--- src/sv/ascii_encoder_reading_filter_defines.svh ---
// Assertion helpers for the top-level RTL file.
`ifndef ASCII_ENCODER_READING_FILTER_DEFINES_SVH
`define ASCII_ENCODER_READING_FILTER_DEFINES_SVH

// Same-cycle implication, checked outside reset
`define ARF_ASSERT_NOW(label, ante, cons) \
  label: assert property (@(posedge clk) disable iff (rst) (ante) |-> (cons)) \
    else $error("check failed");

// Next-cycle implication, checked outside reset
`define ARF_ASSERT_NEXT(label, ante, cons) \
  label: assert property (@(posedge clk) disable iff (rst) (ante) |=> (cons)) \
    else $error("check failed");

`endif

--- src/sv/arf_pkg.sv ---
package arf_pkg;

  localparam int RAW_W  = 16;
  localparam int FILT_W = 24;
  localparam int BYTE_W = 8;
  localparam int CFG_W  = 16;

  localparam logic [BYTE_W-1:0] ASCII_ZERO = 8'd48;
  localparam logic [BYTE_W-1:0] ASCII_NINE = 8'd57;
  localparam logic [3:0]        DECIMAL_BASE = 4'd10;

  localparam logic [RAW_W-1:0]  RAW_MAX  = 16'hFFFF;
  localparam logic [FILT_W-1:0] FILT_MAX = 24'hFF_FFFF;

  // register defaults after reset
  localparam logic [BYTE_W-1:0] LINE_END_DEFAULT   = 8'd10;
  localparam logic [BYTE_W-1:0] STOP_STORE_DEFAULT = 8'd13;
  localparam logic [15:0]       BETA_DEFAULT       = 16'd58982;
  localparam logic [15:0]       THRESHOLD_DEFAULT  = 16'd2048;

  typedef enum logic [1:0] {
    CFG_LINE_END   = 2'd0,
    CFG_STOP_STORE = 2'd1,
    CFG_BETA       = 2'd2,
    CFG_THRESHOLD  = 2'd3
  } cfg_idx_t;

  typedef struct packed {
    logic [15:0] beta;
    logic [15:0] threshold;
  } arf_filt_cfg_t;

endpackage

--- src/sv/arf_filter.sv ---
module arf_filter import arf_pkg::*; #(
  parameter int FRACTION_BITS = 8
) (
  input  logic [RAW_W-1:0]  reading,
  input  logic [FILT_W-1:0] prev,
  input  arf_filt_cfg_t     cfg,
  output logic [FILT_W-1:0] filtered
);

  localparam int SW = RAW_W + FRACTION_BITS;
  localparam int CW = (SW > FILT_W) ? SW : FILT_W;

  logic [SW-1:0]        scaled_full;
  logic [FILT_W-1:0]    scaled;
  logic [CW-1:0]        limit;
  logic [FILT_W-1:0]    diff;
  logic                 jump;
  logic signed [FILT_W:0]   delta;
  logic signed [41:0]       prod;
  logic signed [41:0]       sum;
  logic [FILT_W-1:0]    smooth;

  // scale the reading into the filter format, clamp to 24 bits
  always_comb begin
    scaled_full = SW'(reading) << FRACTION_BITS;
    if (CW'(scaled_full) > CW'(FILT_MAX)) begin
      scaled = FILT_MAX;
    end else begin
      scaled = FILT_W'(scaled_full);
    end
  end

  // jump test against the threshold in whole counts
  always_comb begin
    limit = CW'(cfg.threshold) << FRACTION_BITS;
    diff  = (prev > scaled) ? (prev - scaled) : (scaled - prev);
    jump  = CW'(diff) > limit;
  end

  // beta*prev + (1-beta)*S folded into S + beta*(prev - S), rounded half up
  always_comb begin
    delta    = $signed({1'b0, prev}) - $signed({1'b0, scaled});
    prod     = delta * $signed({1'b0, cfg.beta});
    sum      = $signed({2'b00, scaled, 16'h0000}) + prod + 42'sd32768;
    smooth   = sum[39:16];
    filtered = jump ? scaled : smooth;
  end

endmodule

--- src/sv/ascii_encoder_reading_filter.sv ---
// ASCII encoder line reader with a jump-reset low-pass filter.
// Slave stream: one received byte per word in s_tdata. Decimal digits build
// a reading; the stop-store byte freezes it; the line-end byte emits one
// word on the master stream and clears the reading.
// Master word: m_tdata = {filtered_value, raw_value}, m_tuser = raw_saturated.
// filtered_value is Q16.FRACTION_BITS, jumping to the reading when it is more
// than jump_threshold counts away, otherwise beta*previous + (1-beta)*reading.
// Configuration: cfg_we writes cfg_data into the register at cfg_index
// (0 line end code, 1 stop store code, 2 beta, 3 jump threshold).
// Throughput: one byte per cycle while no line-end byte waits behind an untaken
// result word. A line-end byte is held in the input register, then loaded into
// the result register with the filter update, which is one multiply-add pass.
// Reset (rst, synchronous): empty accumulator, storing enabled, filter state
// zero, registers at their defaults, no word pending.
// When the receiver stalls, the result word is held; digit and stop bytes keep
// flowing, and a further line-end byte waits in the input register, which
// then holds s_tready low until the result word is taken.
`include "ascii_encoder_reading_filter_defines.svh"

module ascii_encoder_reading_filter import arf_pkg::*; #(
  parameter int FRACTION_BITS = 8
) (
  input  logic                 clk,
  input  logic                 rst,
  input  logic                 s_tvalid,
  output logic                 s_tready,
  input  logic [BYTE_W-1:0]    s_tdata,   // [7:0] rx_byte
  output logic                 m_tvalid,
  input  logic                 m_tready,
  output logic [39:0]          m_tdata,   // [15:0] raw_value, [39:16] filtered_value
  output logic [0:0]           m_tuser,   // [0] raw_saturated
  input  logic                 cfg_we,
  input  logic [1:0]           cfg_index,
  input  logic [CFG_W-1:0]     cfg_data
);

  logic [BYTE_W-1:0] line_end_code;
  logic [BYTE_W-1:0] stop_store_code;
  arf_filt_cfg_t     filt_cfg;

  logic              in_valid;
  logic [BYTE_W-1:0] in_byte;
  logic              in_adv;
  logic              is_end;
  logic              is_stop;
  logic              is_digit;

  logic [RAW_W-1:0]  digit_acc;
  logic [RAW_W-1:0]  digit_acc_next;
  logic              acc_ovf;
  logic              acc_ovf_next;
  logic              storing;
  logic [FILT_W-1:0] prev_filt;
  logic [FILT_W-1:0] filt_next;
  logic [19:0]       acc_wide;

  logic [RAW_W-1:0]  raw_value;
  logic [FILT_W-1:0] filtered_value;
  logic              raw_saturated;

  // configuration registers
  always_ff @(posedge clk) begin
    if (rst) begin
      line_end_code      <= LINE_END_DEFAULT;
      stop_store_code    <= STOP_STORE_DEFAULT;
      filt_cfg.beta      <= BETA_DEFAULT;
      filt_cfg.threshold <= THRESHOLD_DEFAULT;
    end else if (cfg_we) begin
      case (cfg_idx_t'(cfg_index))
        CFG_LINE_END:   line_end_code      <= cfg_data[BYTE_W-1:0];
        CFG_STOP_STORE: stop_store_code    <= cfg_data[BYTE_W-1:0];
        CFG_BETA:       filt_cfg.beta      <= cfg_data;
        CFG_THRESHOLD:  filt_cfg.threshold <= cfg_data;
        default: ;
      endcase
    end
  end

  // classify the held word; line end wins over stop store
  always_comb begin
    is_end   = in_byte == line_end_code;
    is_stop  = !is_end && (in_byte == stop_store_code);
    is_digit = !is_end && !is_stop && storing && (in_byte inside {[ASCII_ZERO:ASCII_NINE]});
    in_adv   = in_valid && (!is_end || !m_tvalid || m_tready);
    s_tready = !in_valid || in_adv;
  end

  // input word register
  always_ff @(posedge clk) begin
    if (rst) begin
      in_valid <= 1'b0;
    end else if (s_tready) begin
      in_valid <= s_tvalid;
    end
  end

  always_ff @(posedge clk) begin
    if (s_tvalid && s_tready) begin
      in_byte <= s_tdata;
    end
  end

  // accumulate value*10 + digit, saturating
  always_comb begin
    acc_wide       = 20'(digit_acc) * 20'(DECIMAL_BASE) + 20'(in_byte - ASCII_ZERO);
    digit_acc_next = digit_acc;
    acc_ovf_next   = acc_ovf;
    if (acc_wide > 20'(RAW_MAX)) begin
      digit_acc_next = RAW_MAX;
      acc_ovf_next   = 1'b1;
    end else begin
      digit_acc_next = acc_wide[RAW_W-1:0];
    end
  end

  arf_filter #(
    .FRACTION_BITS (FRACTION_BITS)
  ) u_filter (
    .reading  (digit_acc),
    .prev     (prev_filt),
    .cfg      (filt_cfg),
    .filtered (filt_next)
  );

  // reading state
  always_ff @(posedge clk) begin
    if (rst) begin
      digit_acc <= '0;
      acc_ovf   <= 1'b0;
      storing   <= 1'b1;
      prev_filt <= '0;
    end else if (in_adv) begin
      if (is_end) begin
        digit_acc <= '0;
        acc_ovf   <= 1'b0;
        storing   <= 1'b1;
        prev_filt <= filt_next;
      end else if (is_stop) begin
        storing <= 1'b0;
      end else if (is_digit) begin
        digit_acc <= digit_acc_next;
        acc_ovf   <= acc_ovf_next;
      end
    end
  end

  // result register: load on line end, drop once taken
  always_ff @(posedge clk) begin
    if (rst) begin
      m_tvalid <= 1'b0;
    end else if (in_adv && is_end) begin
      m_tvalid <= 1'b1;
    end else if (m_tready) begin
      m_tvalid <= 1'b0;
    end
  end

  always_ff @(posedge clk) begin
    if (in_adv && is_end) begin
      raw_value      <= digit_acc;
      filtered_value <= filt_next;
      raw_saturated  <= acc_ovf;
    end
  end

  assign m_tdata = {filtered_value, raw_value};
  assign m_tuser = raw_saturated;

  // a held input word only waits behind an untaken result
  `ARF_ASSERT_NOW(a_stall_cause, in_valid && !in_adv, is_end && m_tvalid && !m_tready)
  // line end leaves a cleared, storing accumulator
  `ARF_ASSERT_NEXT(a_end_clears, in_adv && is_end, digit_acc == '0 && !acc_ovf && storing)
  // line end always presents a result next cycle
  `ARF_ASSERT_NEXT(a_end_emits, in_adv && is_end, m_tvalid)
  // overflow flag only with a saturated accumulator
  `ARF_ASSERT_NOW(a_ovf_sat, acc_ovf, digit_acc == RAW_MAX)

endmodule

--- config.mk ---
export PLATFORM = sky130hd
export DESIGN_NAME = ascii_encoder_reading_filter
export DESIGN_NICKNAME = d
export VERILOG_FILES = /design/src/sv/arf_pkg.sv /design/src/sv/arf_filter.sv /design/src/sv/ascii_encoder_reading_filter.sv
export VERILOG_INCLUDE_DIRS = /design/src /design/src/sv
export SDC_FILE = /design/constraint.sdc
export NUM_CORES = 1
export LEC_CHECK = 0
export BUFFER_PORTS_ARGS = -buffer_cell sky130_fd_sc_hd__buf_2
export CAP_MARGIN = 20
export CORE_AREA = 2 2 228 185
export DETAILED_ROUTE_END_ITERATION = 16
export DIE_AREA = 0 0 230 187
export GPL_TIMING_DRIVEN = 0
export PLACE_DENSITY = 0.78
export SETUP_SLACK_MARGIN = 0.02
export SYNTH_ARGS = -nofsm -noshare
export SYNTH_HDL_FRONTEND = slang
export SYNTH_HIERARCHICAL = 1
export SYNTH_SLANG_ARGS = --single-unit
--- constraint.sdc ---
create_clock -name clk -period 21 [get_ports clk]
set_input_delay 0 -clock clk [delete_from_list [all_inputs] [get_ports clk]]
set_output_delay 0 -clock clk [all_outputs]
set_load 0.01 [all_outputs]
==> metrics <==
outcome=finished, final reports clean; drt first pass iters=6; Die Wd=230 µm; Layout Skew=0.0125 ns; via density per instance=5.71; sequential element share of the synthesized area=0.138; Slew headroom=0.277; EDFF count, synth=49; Die Height=187 µm; layout cells sized above 1=0.0664; CTS Sinks=141; clock slew at reported path FFs=0.07 ns; post-synthesis cell type count=85; Global Route met2 Usage=0.511; Worst Path Required=21.30 ns; CP delay by family, top=adder cells; Async SR Flop Fraction=0; PnR worst setup slack=10.76 ns; Fmax=97.6 MHz; Yosys reg bits=141; CP max stage delay=0.76 ns; vias in the first global route=20300; critical setup path kind=flop to flop; maximum VDD drop=0.0602 mV; vias after detailed routing=19000; antenna violations before repair=0; Layout Utilization=0.636; HPWL Detailed=55900 µm; largest net degree at the start of global routing=33; CP Launch Type=flop; area of the core=41100 µm²; xor and xnor fraction of the mapped netlist area=0.0446; grt ovf=0; final-report max-slew violation count=0; Setup crit end kind=flop; Hold Crit Class=primary input to flop; proportion of synthesized area in mux cells=0.0276; synthesis-to-layout area growth=8.40%; CTS Buffer Depth=2; WL final=68700 µm; Final setup viols=0; Leak=13.1 nW; Post-synth top flop=dfxtp_1; Rows=67; period utilization=0.488; DP Worst Slack=11.00 ns; Syn Nets=3279; M3 GR Usage=0.0864; WP buf/inv=5; drc violations=0; root buffer cell=clkbuf_16; pwr dens=70.3 nW/µm²; mean post-synth cell area=9.15 µm²; die area=43000 µm²; PostCTS Resize Cnt=0; busiest grt layer=met2; setup TNS=0 ns; Fin. Hold Viols=0; complex-gate fraction of the synthesized area=0.0886; Iteration-0 DRC Markers=1600; RSZ-0062 raised after global routing=false; # H-tree levels=4; CTS tree=built; CP dominant cell by count=fa_1; actual slew at the worst max-slew pin=1.08 ns; Yosys Warn Count=6; post-DR wirelength/cell=20.7 µm; largest family of logic cells by synthesized area=adder cells; CP max-delay cell=xor2_1; GPL Wtd Cong=0.960; Post-Synthesis Cell Area=24100 µm²; fin crit period=10.24 ns; max cap viols=0; met1 usage=0.468; Starting Density=0.586; Post-Syn Instances=2633; worst skew pair latency=0.44 ns; WP data arrival=10.54 ns; first-pass GRT wire length=111000 µm; maximum fanout along the worst path=10; Tot GR Track Use=0.335; Port Buffers=72; simple logic cell fraction of the synthesized area=0.152; cts bufs inserted=17; adder-cell area share of the yosys netlist=0.444; Final nets=3406; Final ANT Viol Nets=0; # IOs=74
synthesized netlist by cell type (3+ instances only):
cell type  instances  share of area
o211ai_2           4         0.0021
nand2b_1          28         0.0073
xor2_1            29          0.011
a31oi_2            4         0.0021
nand4_1           21         0.0055
a21boi_0           3        0.00093
dfxtp_1           92          0.076
nor3_1            12         0.0025
inv_1            543          0.085
o31ai_4            3         0.0026
o21ai_0           35         0.0073
a21oi_1          119          0.025
buf_6              4         0.0019
and2_1           223          0.058
fa_1             400           0.33
a21o_1            39          0.012
nor2_1            87          0.014
mux2i_1           62          0.026
o21ai_1            7         0.0015
o21a_1             8         0.0025
edfxtp_1          49          0.061
buf_1              3        0.00047
and3_1            10         0.0026
or2_2              4         0.0010
or3_1              5         0.0013
o21bai_1           7         0.0022
buf_2             20         0.0042
nor2b_1           25         0.0065
a31oi_1           20         0.0052
buf_4              6         0.0019
a211o_1            7         0.0025
xnor2_1           90          0.033
nand3b_1          13         0.0041
a41o_1             3         0.0012
clkbuf_1          79          0.012
o31ai_1            3        0.00093
o211ai_1           4         0.0012
ha_1             215           0.11
a211oi_1          10         0.0031
nand2_1          259          0.040
nand3_1           16         0.0033
sequential cells by signal (all words and copies together), names as in the netlist:
signal and flops:
stop_store_code 8, m_tuser 1, in_byte 8, digit_acc 16, filt_cfg 32, raw_value 16, line_end_code 8, acc_ovf 1
filtered_value 24, storing 1, in_valid 1, m_tvalid 1, prev_filt 24
layer usage:
metal / routed length (µm) / part of all wire
met5: 0 / 0
met4: 2160 / 0.031
met3: 7530 / 0.11
met2: 30800 / 0.45
met1: 28200 / 0.41
power by group:
group          total [W]  internal [W]  switching, W
Combinational    0.00121      0.000456      0.000750
Sequential      0.000325      0.000314     0.0000105
Clock           0.000305      0.000171      0.000134
final cells by class:
class / instances / area [µm²]
Clock inverter: 12 / 113
Buffer: 113 / 513
Sequential cell: 141 / 3310
Multi-Input combinational cell: 1836 / 18200
Inverter: 543 / 2040
Tap cell: 552 / 691
Antenna cell: 2 / 5.00
Clock buffer: 20 / 479
Timing Repair Buffer: 108 / 737
Fill cell: 3382 / 15000
logic make-up (layout without fill, tap and decap cells):
group	after synthesis	count (layout)
AOI/OAI and AO/OA	316	316
and+or+nand+nor	718	718
adders and majority gates	615	615
muxes	66	66
buffers and inverters	656	796
other	0	2
DFF	141	141
xor gates and xnor gates	121	121
final timing paths:
check	end	depth (start not counted)	start	slack [ns]
worst min register to register	filt_cfg[6]$_SDFFE_PP0P_	2	filt_cfg[6]$_SDFFE_PP0P_	0.46
worst max register to register	prev_filt[22]$_SDFFE_PP0P_	32	digit_acc[0]$_SDFFE_PP0P_	10.76
worst max-delay path	prev_filt[22]$_SDFFE_PP0P_	32	digit_acc[0]$_SDFFE_PP0P_	10.76
worst min-delay path	stop_store_code[0]$_SDFFE_PP1P_	4	cfg_we	0.03
cell usage in the layout, fill, tap and decap left out, types with 8 or more instances in the layout:
cell and instances:
inv_1 543, fa_1 400, nand2_1 259, and2_1 223, ha_1 215, a21oi_1 119, buf_2 92, dfxtp_1 92
xnor2_1 90, nor2_1 87, clkbuf_1 80, mux2i_1 62, edfxtp_1 49, a21o_1 39, o21ai_0 35, xor2_1 29
nand2b_1 28, dlygate4sd3_1 28, nor2b_1 25, nand4_1 21, a31oi_1 20, clkbuf_16 19, nand3_1 16, nand3b_1 13
nor3_1 12, buf_4 11, and3_1 10, a211oi_1 10, o21a_1 8
stage by stage:
stage / total power, W / instance area [µm²] / cells / hold WS (ns)
global route: 0.00198 / 26100 / 3325 / 0.0684
CTS: 0.00182 / 26100 / 3321 / 0.00562
finish: 0.00184 / 26100 / 3327 / 0.0319
detailed placement: 0.00150 / 25200 / 3261 / 0.178
floorplan: 0.00116 / 24100 / 2633 / 0.0989
global placement: 0.00145 / 25100 / 3257 / 0.177
worst register-to-register path, delay by kind of cell, from the launching register on:
family                     cells  cell delay [ns]
AOI/OAI and AO/OA             10             2.62
xor gates and xnor gates       2             1.05
adders and majority gates      9             4.01
buffers and inverters          5             0.75
DFF                            1             0.62
muxes                          2             0.39
and+or+nand+nor                4             0.65
timing repair:
item / 4_1_cts / 5_1_grt
setup buffers: 0 / 0
hold endpoints to repair: 59 / 0
hold buffers: 28 / 0
endpoints found under the setup margin: 0 / 0
Note: power is estimated with default switching activity, not from simulation.
